$ cat src/rtl/ucd_pkg.sv
// Shared types and constants for the uplink command deframer.
`timescale 1ns / 1ps

package ucd_pkg;

   localparam int MAX_PAYLOAD = 32;
   localparam int BYTE_W      = 8;
   localparam int LEN_W       = 6;
   localparam int RATE_W      = 13;
   localparam int STATUS_W    = 3;
   localparam int ACTION_W    = 3;
   localparam int NUM_CODES   = 7;
   localparam int CODE_IDX_W  = 3;

   // Queue between parser and dispatcher; depth must be a power of two.
   localparam int FIFO_DEPTH  = 2;
   localparam int FIFO_PTR_W  = $clog2(FIFO_DEPTH);
   localparam int FIFO_CNT_W  = $clog2(FIFO_DEPTH + 1);

   localparam logic [BYTE_W-1:0] SYNC_FIRST   = 8'hEB;
   localparam logic [BYTE_W-1:0] SYNC_SECOND  = 8'h90;
   localparam logic [BYTE_W-1:0] MAX_LEN_BYTE = BYTE_W'(MAX_PAYLOAD);

   localparam logic [RATE_W-1:0] RATE_MIN   = 13'd100;
   localparam logic [RATE_W-1:0] RATE_MAX   = 13'd5000;
   localparam logic [RATE_W-1:0] RATE_STEP  = 13'd100;
   localparam logic [RATE_W-1:0] RATE_RESET = 13'd500;

   // Shortcut keys, lower case; letters are compared with bit 5 forced high.
   localparam logic [BYTE_W-1:0] CASE_BIT   = 8'h20;
   localparam logic [BYTE_W-1:0] KEY_LED    = 8'h6C;  // l
   localparam logic [BYTE_W-1:0] KEY_STATUS = 8'h73;  // s
   localparam logic [BYTE_W-1:0] KEY_ARM    = 8'h61;  // a
   localparam logic [BYTE_W-1:0] KEY_DUMP   = 8'h64;  // d
   localparam logic [BYTE_W-1:0] KEY_ERASE  = 8'h65;  // e
   localparam logic [BYTE_W-1:0] KEY_PLUS   = 8'h2B;  // +
   localparam logic [BYTE_W-1:0] KEY_MINUS  = 8'h2D;  // -

   // Register index of each command code; IDX_NONE means no code matched.
   typedef enum logic [CODE_IDX_W-1:0] {
      IDX_NOOP, IDX_LED, IDX_STATUS, IDX_SET_RATE,
      IDX_ARM, IDX_DUMP, IDX_ERASE, IDX_NONE
   } code_idx_type;

   typedef enum logic [STATUS_W-1:0] {
      ST_ACK, ST_BAD_LEN, ST_CKSUM_ERR, ST_UNKNOWN, ST_TOO_LONG
   } status_type;

   typedef enum logic [ACTION_W-1:0] {
      ACT_NONE, ACT_NOOP, ACT_LED, ACT_STATUS,
      ACT_ARM, ACT_DUMP, ACT_ERASE, ACT_RATE
   } action_type;

   typedef enum logic [2:0] {
      PH_IDLE, PH_SYNC, PH_ID, PH_LEN, PH_PAYLOAD, PH_CKSUM
   } phase_type;

   typedef enum logic [2:0] {
      JOB_FRAME, JOB_SHORT, JOB_PLUS, JOB_MINUS, JOB_TOO_LONG, JOB_CKSUM_ERR
   } job_kind_type;

   // One classified command handed from parser to dispatcher.
   typedef struct packed {
      job_kind_type        kind;
      logic [BYTE_W-1:0]   id;
      code_idx_type        sel;
      logic                len_ok;
      logic [BYTE_W-1:0]   pay_lo;
      logic [BYTE_W-1:0]   pay_hi;
   } job_type;

endpackage

$ cat src/rtl/ucd_req_if.sv
// Byte request channel into the deframer.
`timescale 1ns / 1ps

interface ucd_req_if import ucd_pkg::*; ();
   logic              valid;
   logic              ready;
   logic [BYTE_W-1:0] rx_byte;

   modport source (output valid, output rx_byte, input ready);
   modport sink   (input valid, input rx_byte, output ready);
endinterface

$ cat src/rtl/ucd_rsp_if.sv
// Response channel out of the deframer.
`timescale 1ns / 1ps

interface ucd_rsp_if import ucd_pkg::*; ();
   logic                valid;
   logic                ready;
   logic [BYTE_W-1:0]   cmd_code;
   logic [STATUS_W-1:0] status;
   logic [ACTION_W-1:0] action;
   logic [RATE_W-1:0]   rate_ms;

   modport source (output valid, output cmd_code, output status, output action,
                   output rate_ms, input ready);
   modport sink   (input valid, input cmd_code, input status, input action,
                   input rate_ms, output ready);
endinterface

$ cat src/rtl/ucd_csr_if.sv
// Command code register write channel.
`timescale 1ns / 1ps

interface ucd_csr_if import ucd_pkg::*; ();
   logic                  valid;
   logic                  ready;
   logic [CODE_IDX_W-1:0] index;
   logic [BYTE_W-1:0]     data;

   modport source (output valid, output index, output data, input ready);
   modport sink   (input valid, input index, input data, output ready);
endinterface

$ cat src/rtl/ucd_front.sv
// Frame parser: tracks sync, header, payload and checksum, emits jobs.
`timescale 1ns / 1ps

module ucd_front import ucd_pkg::*; (
   input  logic      clock,
   input  logic      reset,
   ucd_req_if.sink   req_chan,
   input  logic      fifo_full,
   output logic      job_push,
   output job_type   job
);

   phase_type         phase_ff, phase_in;
   logic [BYTE_W-1:0] id_ff, id_in;
   logic [LEN_W-1:0]  len_ff, len_in;
   logic [LEN_W-1:0]  seen_ff, seen_in;
   logic [BYTE_W-1:0] xor_ff, xor_in;
   logic [BYTE_W-1:0] lo_ff, lo_in;
   logic [BYTE_W-1:0] hi_ff, hi_in;

   logic              accept;
   logic [BYTE_W-1:0] b;
   logic [BYTE_W-1:0] folded;
   logic              sc_hit;
   job_type           sc_job;
   logic [LEN_W-1:0]  seen_inc;

   assign req_chan.ready = !fifo_full;
   assign accept = req_chan.valid && req_chan.ready;
   assign b = req_chan.rx_byte;
   assign folded = b | CASE_BIT;
   assign seen_inc = seen_ff + LEN_W'(1);

   // shortcut decode
   always_comb begin
      sc_hit = 1'b1;
      sc_job = '{kind: JOB_SHORT, id: b, sel: IDX_NONE, len_ok: 1'b0,
                 pay_lo: lo_ff, pay_hi: hi_ff};
      if (b == KEY_PLUS) begin
         sc_job.kind = JOB_PLUS;
      end else if (b == KEY_MINUS) begin
         sc_job.kind = JOB_MINUS;
      end else begin
         case (folded)
            KEY_LED:    sc_job.sel = IDX_LED;
            KEY_STATUS: sc_job.sel = IDX_STATUS;
            KEY_ARM:    sc_job.sel = IDX_ARM;
            KEY_DUMP:   sc_job.sel = IDX_DUMP;
            KEY_ERASE:  sc_job.sel = IDX_ERASE;
            default:    sc_hit = 1'b0;
         endcase
      end
   end

   always_comb begin
      phase_in = phase_ff;
      id_in    = id_ff;
      len_in   = len_ff;
      seen_in  = seen_ff;
      xor_in   = xor_ff;
      lo_in    = lo_ff;
      hi_in    = hi_ff;
      job_push = 1'b0;
      job      = sc_job;
      if (accept) begin
         case (phase_ff)
            PH_IDLE: begin
               if (b == SYNC_FIRST) begin
                  phase_in = PH_SYNC;
               end else begin
                  job_push = sc_hit;
               end
            end
            PH_SYNC: begin
               if (b == SYNC_SECOND) begin
                  phase_in = PH_ID;
               end else if (b != SYNC_FIRST) begin
                  phase_in = PH_IDLE;
                  job_push = sc_hit;
               end
            end
            PH_ID: begin
               id_in    = b;
               xor_in   = b;
               phase_in = PH_LEN;
            end
            PH_LEN: begin
               seen_in = '0;
               lo_in   = '0;
               hi_in   = '0;
               if (b > MAX_LEN_BYTE) begin
                  phase_in = PH_IDLE;
                  job_push = 1'b1;
                  job      = '{kind: JOB_TOO_LONG, id: id_ff, sel: IDX_NONE,
                               len_ok: 1'b0, pay_lo: lo_ff, pay_hi: hi_ff};
               end else begin
                  len_in   = b[LEN_W-1:0];
                  xor_in   = xor_ff ^ b;
                  phase_in = (b == '0) ? PH_CKSUM : PH_PAYLOAD;
               end
            end
            PH_PAYLOAD: begin
               if (seen_ff == LEN_W'(0)) begin
                  lo_in = b;
               end else if (seen_ff == LEN_W'(1)) begin
                  hi_in = b;
               end
               xor_in  = xor_ff ^ b;
               seen_in = seen_inc;
               if (seen_inc >= len_ff) begin
                  phase_in = PH_CKSUM;
               end
            end
            PH_CKSUM: begin
               phase_in = PH_IDLE;
               job_push = 1'b1;
               job      = '{kind: (b != xor_ff) ? JOB_CKSUM_ERR : JOB_FRAME,
                            id: id_ff, sel: IDX_NONE,
                            len_ok: (len_ff >= LEN_W'(2)),
                            pay_lo: lo_ff, pay_hi: hi_ff};
            end
            default: begin
               phase_in = PH_IDLE;
            end
         endcase
      end
   end

   always_ff @(posedge clock) begin
      if (reset) begin
         phase_ff <= PH_IDLE;
         id_ff    <= '0;
         len_ff   <= '0;
         seen_ff  <= '0;
         xor_ff   <= '0;
         lo_ff    <= '0;
         hi_ff    <= '0;
      end else begin
         phase_ff <= phase_in;
         id_ff    <= id_in;
         len_ff   <= len_in;
         seen_ff  <= seen_in;
         xor_ff   <= xor_in;
         lo_ff    <= lo_in;
         hi_ff    <= hi_in;
      end
   end

endmodule

$ cat src/rtl/ucd_fifo.sv
// Short job queue between parser and dispatcher.
`timescale 1ns / 1ps

module ucd_fifo import ucd_pkg::*; (
   input  logic    clock,
   input  logic    reset,
   input  logic    push,
   input  job_type push_job,
   input  logic    pop,
   output logic    full,
   output logic    not_empty,
   output job_type head_job
);

   job_type               mem_ff [FIFO_DEPTH];
   logic [FIFO_PTR_W-1:0] wr_ptr_ff;
   logic [FIFO_PTR_W-1:0] rd_ptr_ff;
   logic [FIFO_CNT_W-1:0] count_ff;

   assign full      = (count_ff == FIFO_CNT_W'(FIFO_DEPTH));
   assign not_empty = (count_ff != '0);
   assign head_job  = mem_ff[rd_ptr_ff];

   always_ff @(posedge clock) begin
      if (push) begin
         mem_ff[wr_ptr_ff] <= push_job;
      end
   end

   always_ff @(posedge clock) begin
      if (reset) begin
         wr_ptr_ff <= '0;
         rd_ptr_ff <= '0;
         count_ff  <= '0;
      end else begin
         if (push) begin
            wr_ptr_ff <= wr_ptr_ff + FIFO_PTR_W'(1);
         end
         if (pop) begin
            rd_ptr_ff <= rd_ptr_ff + FIFO_PTR_W'(1);
         end
         if (push && !pop) begin
            count_ff <= count_ff + FIFO_CNT_W'(1);
         end else if (pop && !push) begin
            count_ff <= count_ff - FIFO_CNT_W'(1);
         end
      end
   end

`ifndef SYNTHESIS
   a_count_bound: assert property (@(posedge clock) disable iff (reset)
      count_ff <= FIFO_CNT_W'(FIFO_DEPTH))
      else $error("job queue count out of range");

   a_no_overflow: assert property (@(posedge clock) disable iff (reset)
      push |-> (!full || pop))
      else $error("job pushed into full queue");

   a_no_underflow: assert property (@(posedge clock) disable iff (reset)
      pop |-> not_empty)
      else $error("job popped from empty queue");
`endif

endmodule

$ cat src/rtl/ucd_back.sv
// Dispatcher: resolves command codes, keeps the telemetry period, drives responses.
`timescale 1ns / 1ps

module ucd_back import ucd_pkg::*; (
   input  logic      clock,
   input  logic      reset,
   ucd_csr_if.sink   csr_chan,
   ucd_rsp_if.source rsp_chan,
   input  logic      job_valid,
   input  job_type   job,
   output logic      job_pop
);

   logic [BYTE_W-1:0]   codes_ff [NUM_CODES];
   logic [RATE_W-1:0]   period_ff, period_in;
   logic                rsp_valid_ff;
   logic [BYTE_W-1:0]   code_ff, code_in;
   status_type          status_ff, status_in;
   action_type          action_ff, action_in;

   code_idx_type        hit;
   logic [2*BYTE_W-1:0] raw;
   logic [RATE_W-1:0]   clamped;

   assign csr_chan.ready = 1'b1;
   assign job_pop = job_valid && (!rsp_valid_ff || rsp_chan.ready);

   assign rsp_chan.valid    = rsp_valid_ff;
   assign rsp_chan.cmd_code = code_ff;
   assign rsp_chan.status   = status_ff;
   assign rsp_chan.action   = action_ff;
   assign rsp_chan.rate_ms  = period_ff;

   always_comb begin
      code_in = job.id;
      case (job.kind)
         JOB_SHORT:            code_in = codes_ff[job.sel];
         JOB_PLUS, JOB_MINUS:  code_in = codes_ff[IDX_SET_RATE];
         default:              code_in = job.id;
      endcase

      // first matching register wins
      hit = IDX_NONE;
      for (int i = NUM_CODES - 1; i >= 0; i--) begin
         if (codes_ff[i] == code_in) begin
            hit = code_idx_type'(i);
         end
      end

      raw = {job.pay_hi, job.pay_lo};
      if (raw < (2*BYTE_W)'(RATE_MIN)) begin
         clamped = RATE_MIN;
      end else if (raw > (2*BYTE_W)'(RATE_MAX)) begin
         clamped = RATE_MAX;
      end else begin
         clamped = raw[RATE_W-1:0];
      end

      period_in = period_ff;
      status_in = ST_ACK;
      action_in = ACT_NONE;
      case (job.kind)
         JOB_PLUS: begin
            if (period_ff > RATE_MIN) begin
               period_in = period_ff - RATE_STEP;
            end
            action_in = ACT_RATE;
         end
         JOB_MINUS: begin
            if (period_ff < RATE_MAX) begin
               period_in = period_ff + RATE_STEP;
            end
            action_in = ACT_RATE;
         end
         JOB_TOO_LONG:  status_in = ST_TOO_LONG;
         JOB_CKSUM_ERR: status_in = ST_CKSUM_ERR;
         default: begin
            case (hit)
               IDX_NOOP:   action_in = ACT_NOOP;
               IDX_LED:    action_in = ACT_LED;
               IDX_STATUS: action_in = ACT_STATUS;
               IDX_SET_RATE: begin
                  if (!job.len_ok) begin
                     status_in = ST_BAD_LEN;
                  end else begin
                     period_in = clamped;
                     action_in = ACT_RATE;
                  end
               end
               IDX_ARM:    action_in = ACT_ARM;
               IDX_DUMP:   action_in = ACT_DUMP;
               IDX_ERASE:  action_in = ACT_ERASE;
               default:    status_in = ST_UNKNOWN;
            endcase
         end
      endcase
   end

   always_ff @(posedge clock) begin
      if (reset) begin
         for (int i = 0; i < NUM_CODES; i++) begin
            codes_ff[i] <= BYTE_W'(i);
         end
      end else if (csr_chan.valid && (csr_chan.index < CODE_IDX_W'(NUM_CODES))) begin
         codes_ff[csr_chan.index] <= csr_chan.data;
      end
   end

   always_ff @(posedge clock) begin
      if (reset) begin
         rsp_valid_ff <= 1'b0;
         period_ff    <= RATE_RESET;
      end else begin
         if (job_pop) begin
            rsp_valid_ff <= 1'b1;
            period_ff    <= period_in;
         end else if (rsp_chan.ready) begin
            rsp_valid_ff <= 1'b0;
         end
      end
   end

   always_ff @(posedge clock) begin
      if (job_pop) begin
         code_ff   <= code_in;
         status_ff <= status_in;
         action_ff <= action_in;
      end
   end

`ifndef SYNTHESIS
   // '+' from just above the floor can leave the period anywhere in 1..99
   a_period_range: assert property (@(posedge clock) disable iff (reset)
      (period_ff != '0) && (period_ff < RATE_MAX + RATE_STEP))
      else $error("telemetry period out of range");

   a_nack_no_action: assert property (@(posedge clock) disable iff (reset)
      rsp_valid_ff && (status_ff != ST_ACK) |-> (action_ff == ACT_NONE))
      else $error("error status carries an action");

   a_stall_period: assert property (@(posedge clock) disable iff (reset)
      rsp_valid_ff && !rsp_chan.ready |=> $stable(period_ff))
      else $error("period changed while response stalled");
`endif

endmodule

$ cat src/rtl/uplink_command_deframer.sv
// Top level of the uplink command deframer: parser, job queue, dispatcher.
// A byte that yields a response passes the job queue and the response register first.
// Throughput: one byte per cycle while the two-entry job queue has room; the dispatcher
// retires one job per cycle into the response register when it is empty or taken.
// Reset (synchronous, active high): parser idle, queue empty, no response pending,
// command codes back to 0..6 and telemetry period back to 500 ms.
`timescale 1ns / 1ps

module uplink_command_deframer import ucd_pkg::*; (
   input  logic      clock,
   input  logic      reset,
   ucd_req_if.sink   req_chan,
   ucd_rsp_if.source rsp_chan,
   ucd_csr_if.sink   csr_chan
);

   // Parser to queue: one classified request per framed command or shortcut.
   logic    job_push;
   job_type push_job;
   // Queue to dispatcher.
   logic    fifo_full;
   logic    job_valid;
   logic    job_pop;
   job_type head_job;

   // Front: sync hunt, header and payload capture, running XOR.
   ucd_front u_front (
      .clock     (clock),
      .reset     (reset),
      .req_chan  (req_chan),
      .fifo_full (fifo_full),
      .job_push  (job_push),
      .job       (push_job)
   );

   // Decouples a stalled response from byte intake.
   ucd_fifo u_fifo (
      .clock     (clock),
      .reset     (reset),
      .push      (job_push),
      .push_job  (push_job),
      .pop       (job_pop),
      .full      (fifo_full),
      .not_empty (job_valid),
      .head_job  (head_job)
   );

   // Back: code lookup, rate update, registered response.
   ucd_back u_back (
      .clock     (clock),
      .reset     (reset),
      .csr_chan  (csr_chan),
      .rsp_chan  (rsp_chan),
      .job_valid (job_valid),
      .job       (head_job),
      .job_pop   (job_pop)
   );

endmodule

$ cat src/flat_wrapper.sv
// flat-port wrapper written by rule: the top's interface ports become plain ports
module uplink_command_deframer_flat import ucd_pkg::*;
  (clock, reset, req_chan_valid, req_chan_rx_byte, req_chan_ready, rsp_chan_valid, rsp_chan_cmd_code, rsp_chan_status, rsp_chan_action, rsp_chan_rate_ms, rsp_chan_ready, csr_chan_valid, csr_chan_index, csr_chan_data, csr_chan_ready);
  ucd_req_if req_chan_i ();
  ucd_rsp_if rsp_chan_i ();
  ucd_csr_if csr_chan_i ();
  input  logic clock;
  input  logic reset;
  input wire logic [$bits(req_chan_i.valid)-1:0] req_chan_valid;
  input wire logic [$bits(req_chan_i.rx_byte)-1:0] req_chan_rx_byte;
  output wire logic [$bits(req_chan_i.ready)-1:0] req_chan_ready;
  output wire logic [$bits(rsp_chan_i.valid)-1:0] rsp_chan_valid;
  output wire logic [$bits(rsp_chan_i.cmd_code)-1:0] rsp_chan_cmd_code;
  output wire logic [$bits(rsp_chan_i.status)-1:0] rsp_chan_status;
  output wire logic [$bits(rsp_chan_i.action)-1:0] rsp_chan_action;
  output wire logic [$bits(rsp_chan_i.rate_ms)-1:0] rsp_chan_rate_ms;
  input wire logic [$bits(rsp_chan_i.ready)-1:0] rsp_chan_ready;
  input wire logic [$bits(csr_chan_i.valid)-1:0] csr_chan_valid;
  input wire logic [$bits(csr_chan_i.index)-1:0] csr_chan_index;
  input wire logic [$bits(csr_chan_i.data)-1:0] csr_chan_data;
  output wire logic [$bits(csr_chan_i.ready)-1:0] csr_chan_ready;
  assign req_chan_i.valid = req_chan_valid;
  assign req_chan_i.rx_byte = req_chan_rx_byte;
  assign req_chan_ready = req_chan_i.ready;
  assign rsp_chan_valid = rsp_chan_i.valid;
  assign rsp_chan_cmd_code = rsp_chan_i.cmd_code;
  assign rsp_chan_status = rsp_chan_i.status;
  assign rsp_chan_action = rsp_chan_i.action;
  assign rsp_chan_rate_ms = rsp_chan_i.rate_ms;
  assign rsp_chan_i.ready = rsp_chan_ready;
  assign csr_chan_i.valid = csr_chan_valid;
  assign csr_chan_i.index = csr_chan_index;
  assign csr_chan_i.data = csr_chan_data;
  assign csr_chan_ready = csr_chan_i.ready;
  uplink_command_deframer u_core (.clock(clock), .reset(reset), .req_chan(req_chan_i), .rsp_chan(rsp_chan_i), .csr_chan(csr_chan_i));
endmodule
$ cat config.mk
export PLATFORM = sky130hd
export DESIGN_NAME = uplink_command_deframer_flat
export DESIGN_NICKNAME = d
export VERILOG_FILES = /design/src/rtl/ucd_pkg.sv /design/src/rtl/ucd_req_if.sv /design/src/rtl/ucd_rsp_if.sv /design/src/rtl/ucd_csr_if.sv /design/src/rtl/ucd_front.sv /design/src/rtl/ucd_fifo.sv /design/src/rtl/ucd_back.sv /design/src/rtl/uplink_command_deframer.sv /design/src/flat_wrapper.sv
export SDC_FILE = /design/constraint.sdc
export NUM_CORES = 1
export LEC_CHECK = 0
export ABC_AREA = 0
export BUFFER_PORTS_ARGS = -buffer_cell sky130_fd_sc_hd__buf_2
export CAP_MARGIN = 20
export CORE_MARGIN = 2
export CORE_UTILIZATION = 40
export CTS_CLUSTER_SIZE = 25
export DETAILED_ROUTE_END_ITERATION = 7
export GPL_TIMING_DRIVEN = 1
export SYNTH_ARGS = -nofsm -noshare
export SYNTH_HDL_FRONTEND = slang
export SYNTH_HIERARCHICAL = 1
export SYNTH_SLANG_ARGS = --single-unit
export TNS_END_PERCENT = 20
$ cat constraint.sdc
create_clock -name clock -period 6.4 [get_ports clock]
set_input_delay 1.6 -clock clock [delete_from_list [all_inputs] [get_ports clock]]
set_output_delay 1.6 -clock clock [all_outputs]
set_load 0.005 [all_outputs]
==> flow_summary.json <==
{
  "ys_seq_elements": 206,
  "numCtsBuffers": 24,
  "hold_end": "u_core/u_fifo/mem_ff[1][10]",
  "grt_pass1_wl_um": 45580,
  "firstDrtPassIters": 6,
  "synth_common_cells": "edfxtp_1 (132), nor2_1 (127), nand2_1 (82), mux2i_1 (76), dfxtp_1 (74)",
  "clock_power_share_pct": 36.1,
  "die_y_um": 173.3,
  "synth_largest_area_cell": "edfxtp_1",
  "coreArea_mm2": 0.02801,
  "peakVddDrop_v": 0.0002073,
  "cp.arrival_ps": 5400,
  "slew_violations": 0,
  "cp.required_ps": 6830,
  "ctsResizeCount": 0,
  "ys.flop_type": "edfxtp_1",
  "hpwl_um": 20980,
  "ctsHoldBuffers": 0,
  "reg2reg_depth": 10,
  "ant_nets": 0,
  "top_usage_layer": "met2",
  "final_nets": 1184,
  "root_buffer": "clkbuf_16",
  "synth_area_mm2": 0.01146,
  "worstSetupPathType": "reg2reg",
  "slowest_delay_ps": 780,
  "path_delay_family": "simple AND/OR/NAND/NOR gates",
  "setup_viol_count_final": 0,
  "reg2reg_slack_ps": 1430,
  "slew_headroom_pct": 32.30,
  "worst_pin_slew_ps": 1012,
  "setup_ws_ps": 1429,
  "crit_buf_inv": 0,
  "hold_class": "reg2reg",
  "avgViaCountPerCell": 5.587,
  "cts_tree": "done",
  "grt_pass1_vias": 7994,
  "io_pins": 54,
  "p_int_mw": 2.706,
  "whs_ps": 455.4,
  "synth-warning-count": 6,
  "leakagePower_nw": 4.585,
  "drc": 0,
  "post-cts-setup-buffer-count": 0,
  "fin_crit_ps": 4971,
  "path_clk_slew_ps": 60,
  "pwr_density_cell_mw_per_mm2": 306.8,
  "grt_overflow": 0,
  "grtUsageMet3_pct": 3.487,
  "dr_total_vias": 8609,
  "synth_edf_count": 132,
  "combinationalPowerShare_pct": 23.1,
  "grt_use_total_pct": 18.86,
  "netlist_instances": 1113,
  "antennaDiodeCount": 0,
  "wl_per_cell_um": 18.78,
  "ys_seq_area_share_pct": 47.50,
  "clockBufferDepth": 3,
  "place_ws_ps": 1512,
  "worstSetupEndpointType": "register",
  "die_area_mm2": 0.03003,
  "synth_cell_types": 94,
  "clk_latency_ps": 530,
  "die_w_um": 173.3,
  "finish.instance_area_mm2": 0.01281,
  "grt_max_degree": 60,
  "std_cell_rows": 61,
  "globalRouteMet2Util_pct": 28.87,
  "yosysMostFrequentCell": "edfxtp_1",
  "tns_ps": 0,
  "min-delay-start": "u_core/u_front/lo_ff[2]",
  "crit_slowest_cell": "dfxtp_1",
  "r2r-end": "u_core/u_back/rsp_chan.rate_ms[2]",
  "cts.htree.levels": 1,
  "start_util_pct": 40.93,
  "max_freq_ghz": 0.2012,
  "routed_wl_um": 28940,
  "synth_top_area_share_pct": 34.57,
  "cp_max_fo": 17,
  "cts.sink_count": 206,
  "pwr-share-seq_pct": 40.7,
  "area_growth_pct": 11.76,
  "finalCritPeriodShare_pct": 77.67,
  "layout-drive-gt1-share_pct": 15.31,
  "avgSynthCellArea_um2": 10.30,
  "maxCapViolCount": 0,
  "hold_viol": 0,
  "sw_frac_of_total_pct": 31.16,
  "rsz0062_at_grt": "false",
  "drt_iter0_drc": 675,
  "port_buffers": 52,
  "synth_area_leaders": "edfxtp_1 (35%), dfxtp_1 (13%), mux2i_1 (6.6%)",
  "skew_ps": 13.76,
  "power.switching_mw": 1.225,
  "antenna_found_initial": 0,
  "run_status": "finished, final reports clean",
  "crit_chain": "mux2_2, or3b_1, a221oi_2, mux2i_1, o21ai_0, nor4b_1, nand4bb_2, o41ai_4, nand2_1, o311ai_1",
  "placed_area_mm2": 0.01196,
  "synth-async-reset-ratio_pct": 0,
  "whs_path_depth": 0,
  "gp_congestion": 0.9265,
  "grt_use_met1_pct": 27.23,
  "startpoint_type": "register"
}
[kinds of logic after synthesis]
kind of cell | Yosys count | share of synthesized area (%)
AND/OR/NAND/NOR | 386 | 17.33
AO/OA/AOI/OAI | 217 | 14.33
flip-flops | 206 | 47.50
buffers and inverters | 117 | 4.606
multiplexers | 109 | 9.877
XOR/XNOR | 61 | 4.660
adder cells (fa/ha/maj) | 15 | 1.637
other | 2 | 0.06551
[state kept, by name, indices dropped and copies added (netlist names), 2 cells and up, named ones only]
signal / flops
u_core/u_front/xor_ff: 8
u_core/u_front/phase_ff: 3
u_core/u_front/lo_ff: 8
u_core/u_back/rsp_chan.rate_ms: 13
u_core/u_front/len_ff: 6
u_core/u_fifo/mem_ff: 62
u_core/u_back/codes_ff: 64
u_core/u_fifo/count_ff: 2
u_core/u_back/rsp_chan.action: 3
u_core/u_front/seen_ff: 6
u_core/u_back/rsp_chan.status: 3
u_core/u_back/rsp_chan.cmd_code: 8
u_core/u_front/id_ff: 8
u_core/u_front/hi_ff: 8
[layout by cell type, fill, tap and decap left out, types with 12 or more instances in the layout]
| master | synthesis | layout |
|---|---|---|
| a31oi_1 | 14 | 14 |
| xor2_1 | 24 | 24 |
| mux2i_1 | 76 | 76 |
| a21oi_1 | 34 | 34 |
| nor2b_1 | 13 | 12 |
| nor4_1 | 12 | 12 |
| buf_2 | 21 | 52 |
| nor2_1 | 127 | 127 |
| nand2_1 | 82 | 82 |
| clkbuf_16 | 0 | 24 |
| nand2b_1 | 22 | 22 |
| o21a_1 | 12 | 12 |
| and2_1 | 14 | 14 |
| o21ai_0 | 32 | 32 |
| edfxtp_1 | 132 | 132 |
| a22oi_1 | 13 | 13 |
| xnor2_1 | 37 | 37 |
| nand3_1 | 25 | 25 |
| dfxtp_1 | 74 | 74 |
| inv_1 | 53 | 53 |
| nor3_1 | 21 | 21 |
| mux2_2 | 33 | 33 |
| ha_1 | 15 | 15 |
[worst register-to-register path: cells and delay by family, from the launching register on]
family,cells,cell delay [ps]
AO/OA/AOI/OAI,4,1590
flip-flops,1,780
multiplexers,2,800
AND/OR/NAND/NOR,4,1710
[how the worst max path moves through the flow]
stage,start,endpoint,slack (ps),cells past startpoint
2_1_floorplan,req_chan_rx_byte[5],u_core/u_fifo/mem_ff[0][0],1400,7
5_1_grt,register,u_core/u_back/rsp_chan.rate_ms[2],1080,10
6_report,register,u_core/u_back/rsp_chan.rate_ms[2],1430,10
4_1_cts,register,u_core/u_back/rsp_chan.rate_ms[2],1460,10
3_5_place_dp,register,u_core/u_back/rsp_chan.rate_ms[2],1510,10
3_3_place_gp,register,u_core/u_back/rsp_chan.rate_ms[1],1560,10
[power by group through the flow]
stage / Clock, mW / Sequential, mW / Combinational [mW]
2_1_floorplan: 0 / 1.60 / 0.677
3_3_place_gp: 0 / 1.63 / 0.899
3_5_place_dp: 0 / 1.63 / 0.899
4_1_cts: 1.45 / 1.60 / 0.906
5_1_grt: 1.50 / 1.61 / 1.00
6_report: 1.42 / 1.60 / 0.909
[cell type report]
cell class / instances / area [um^2]
Tap cell: 378 / 473.0
Clock inverter: 19 / 237.7
Timing Repair Buffer: 60 / 320.3
Clock buffer: 25 / 604.3
Multi-Input combinational cell: 797 / 5520
Fill cell: 2633 / 15200
Sequential cell: 206 / 5445
Inverter: 56 / 212.7
[routing by layer]
metal / share of wire (%) / vias up
li1: - / 4132
met1: 47 / 4127
met2: 44 / 292
met3: 6.8 / 58
met4: 2.2 / 0
met5: 0 / -
[stage by stage]
step	power, mW	util (%)	std cells
after floorplan	2.276	-	1120
after global placement	2.528	42.71	1496
after detailed placement	2.529	42.71	1496
after CTS	3.957	45.72	1540
after global routing	4.120	45.75	1541
final	3.931	45.75	1541
No activity file was read; power rests on OpenSTA's default activity.
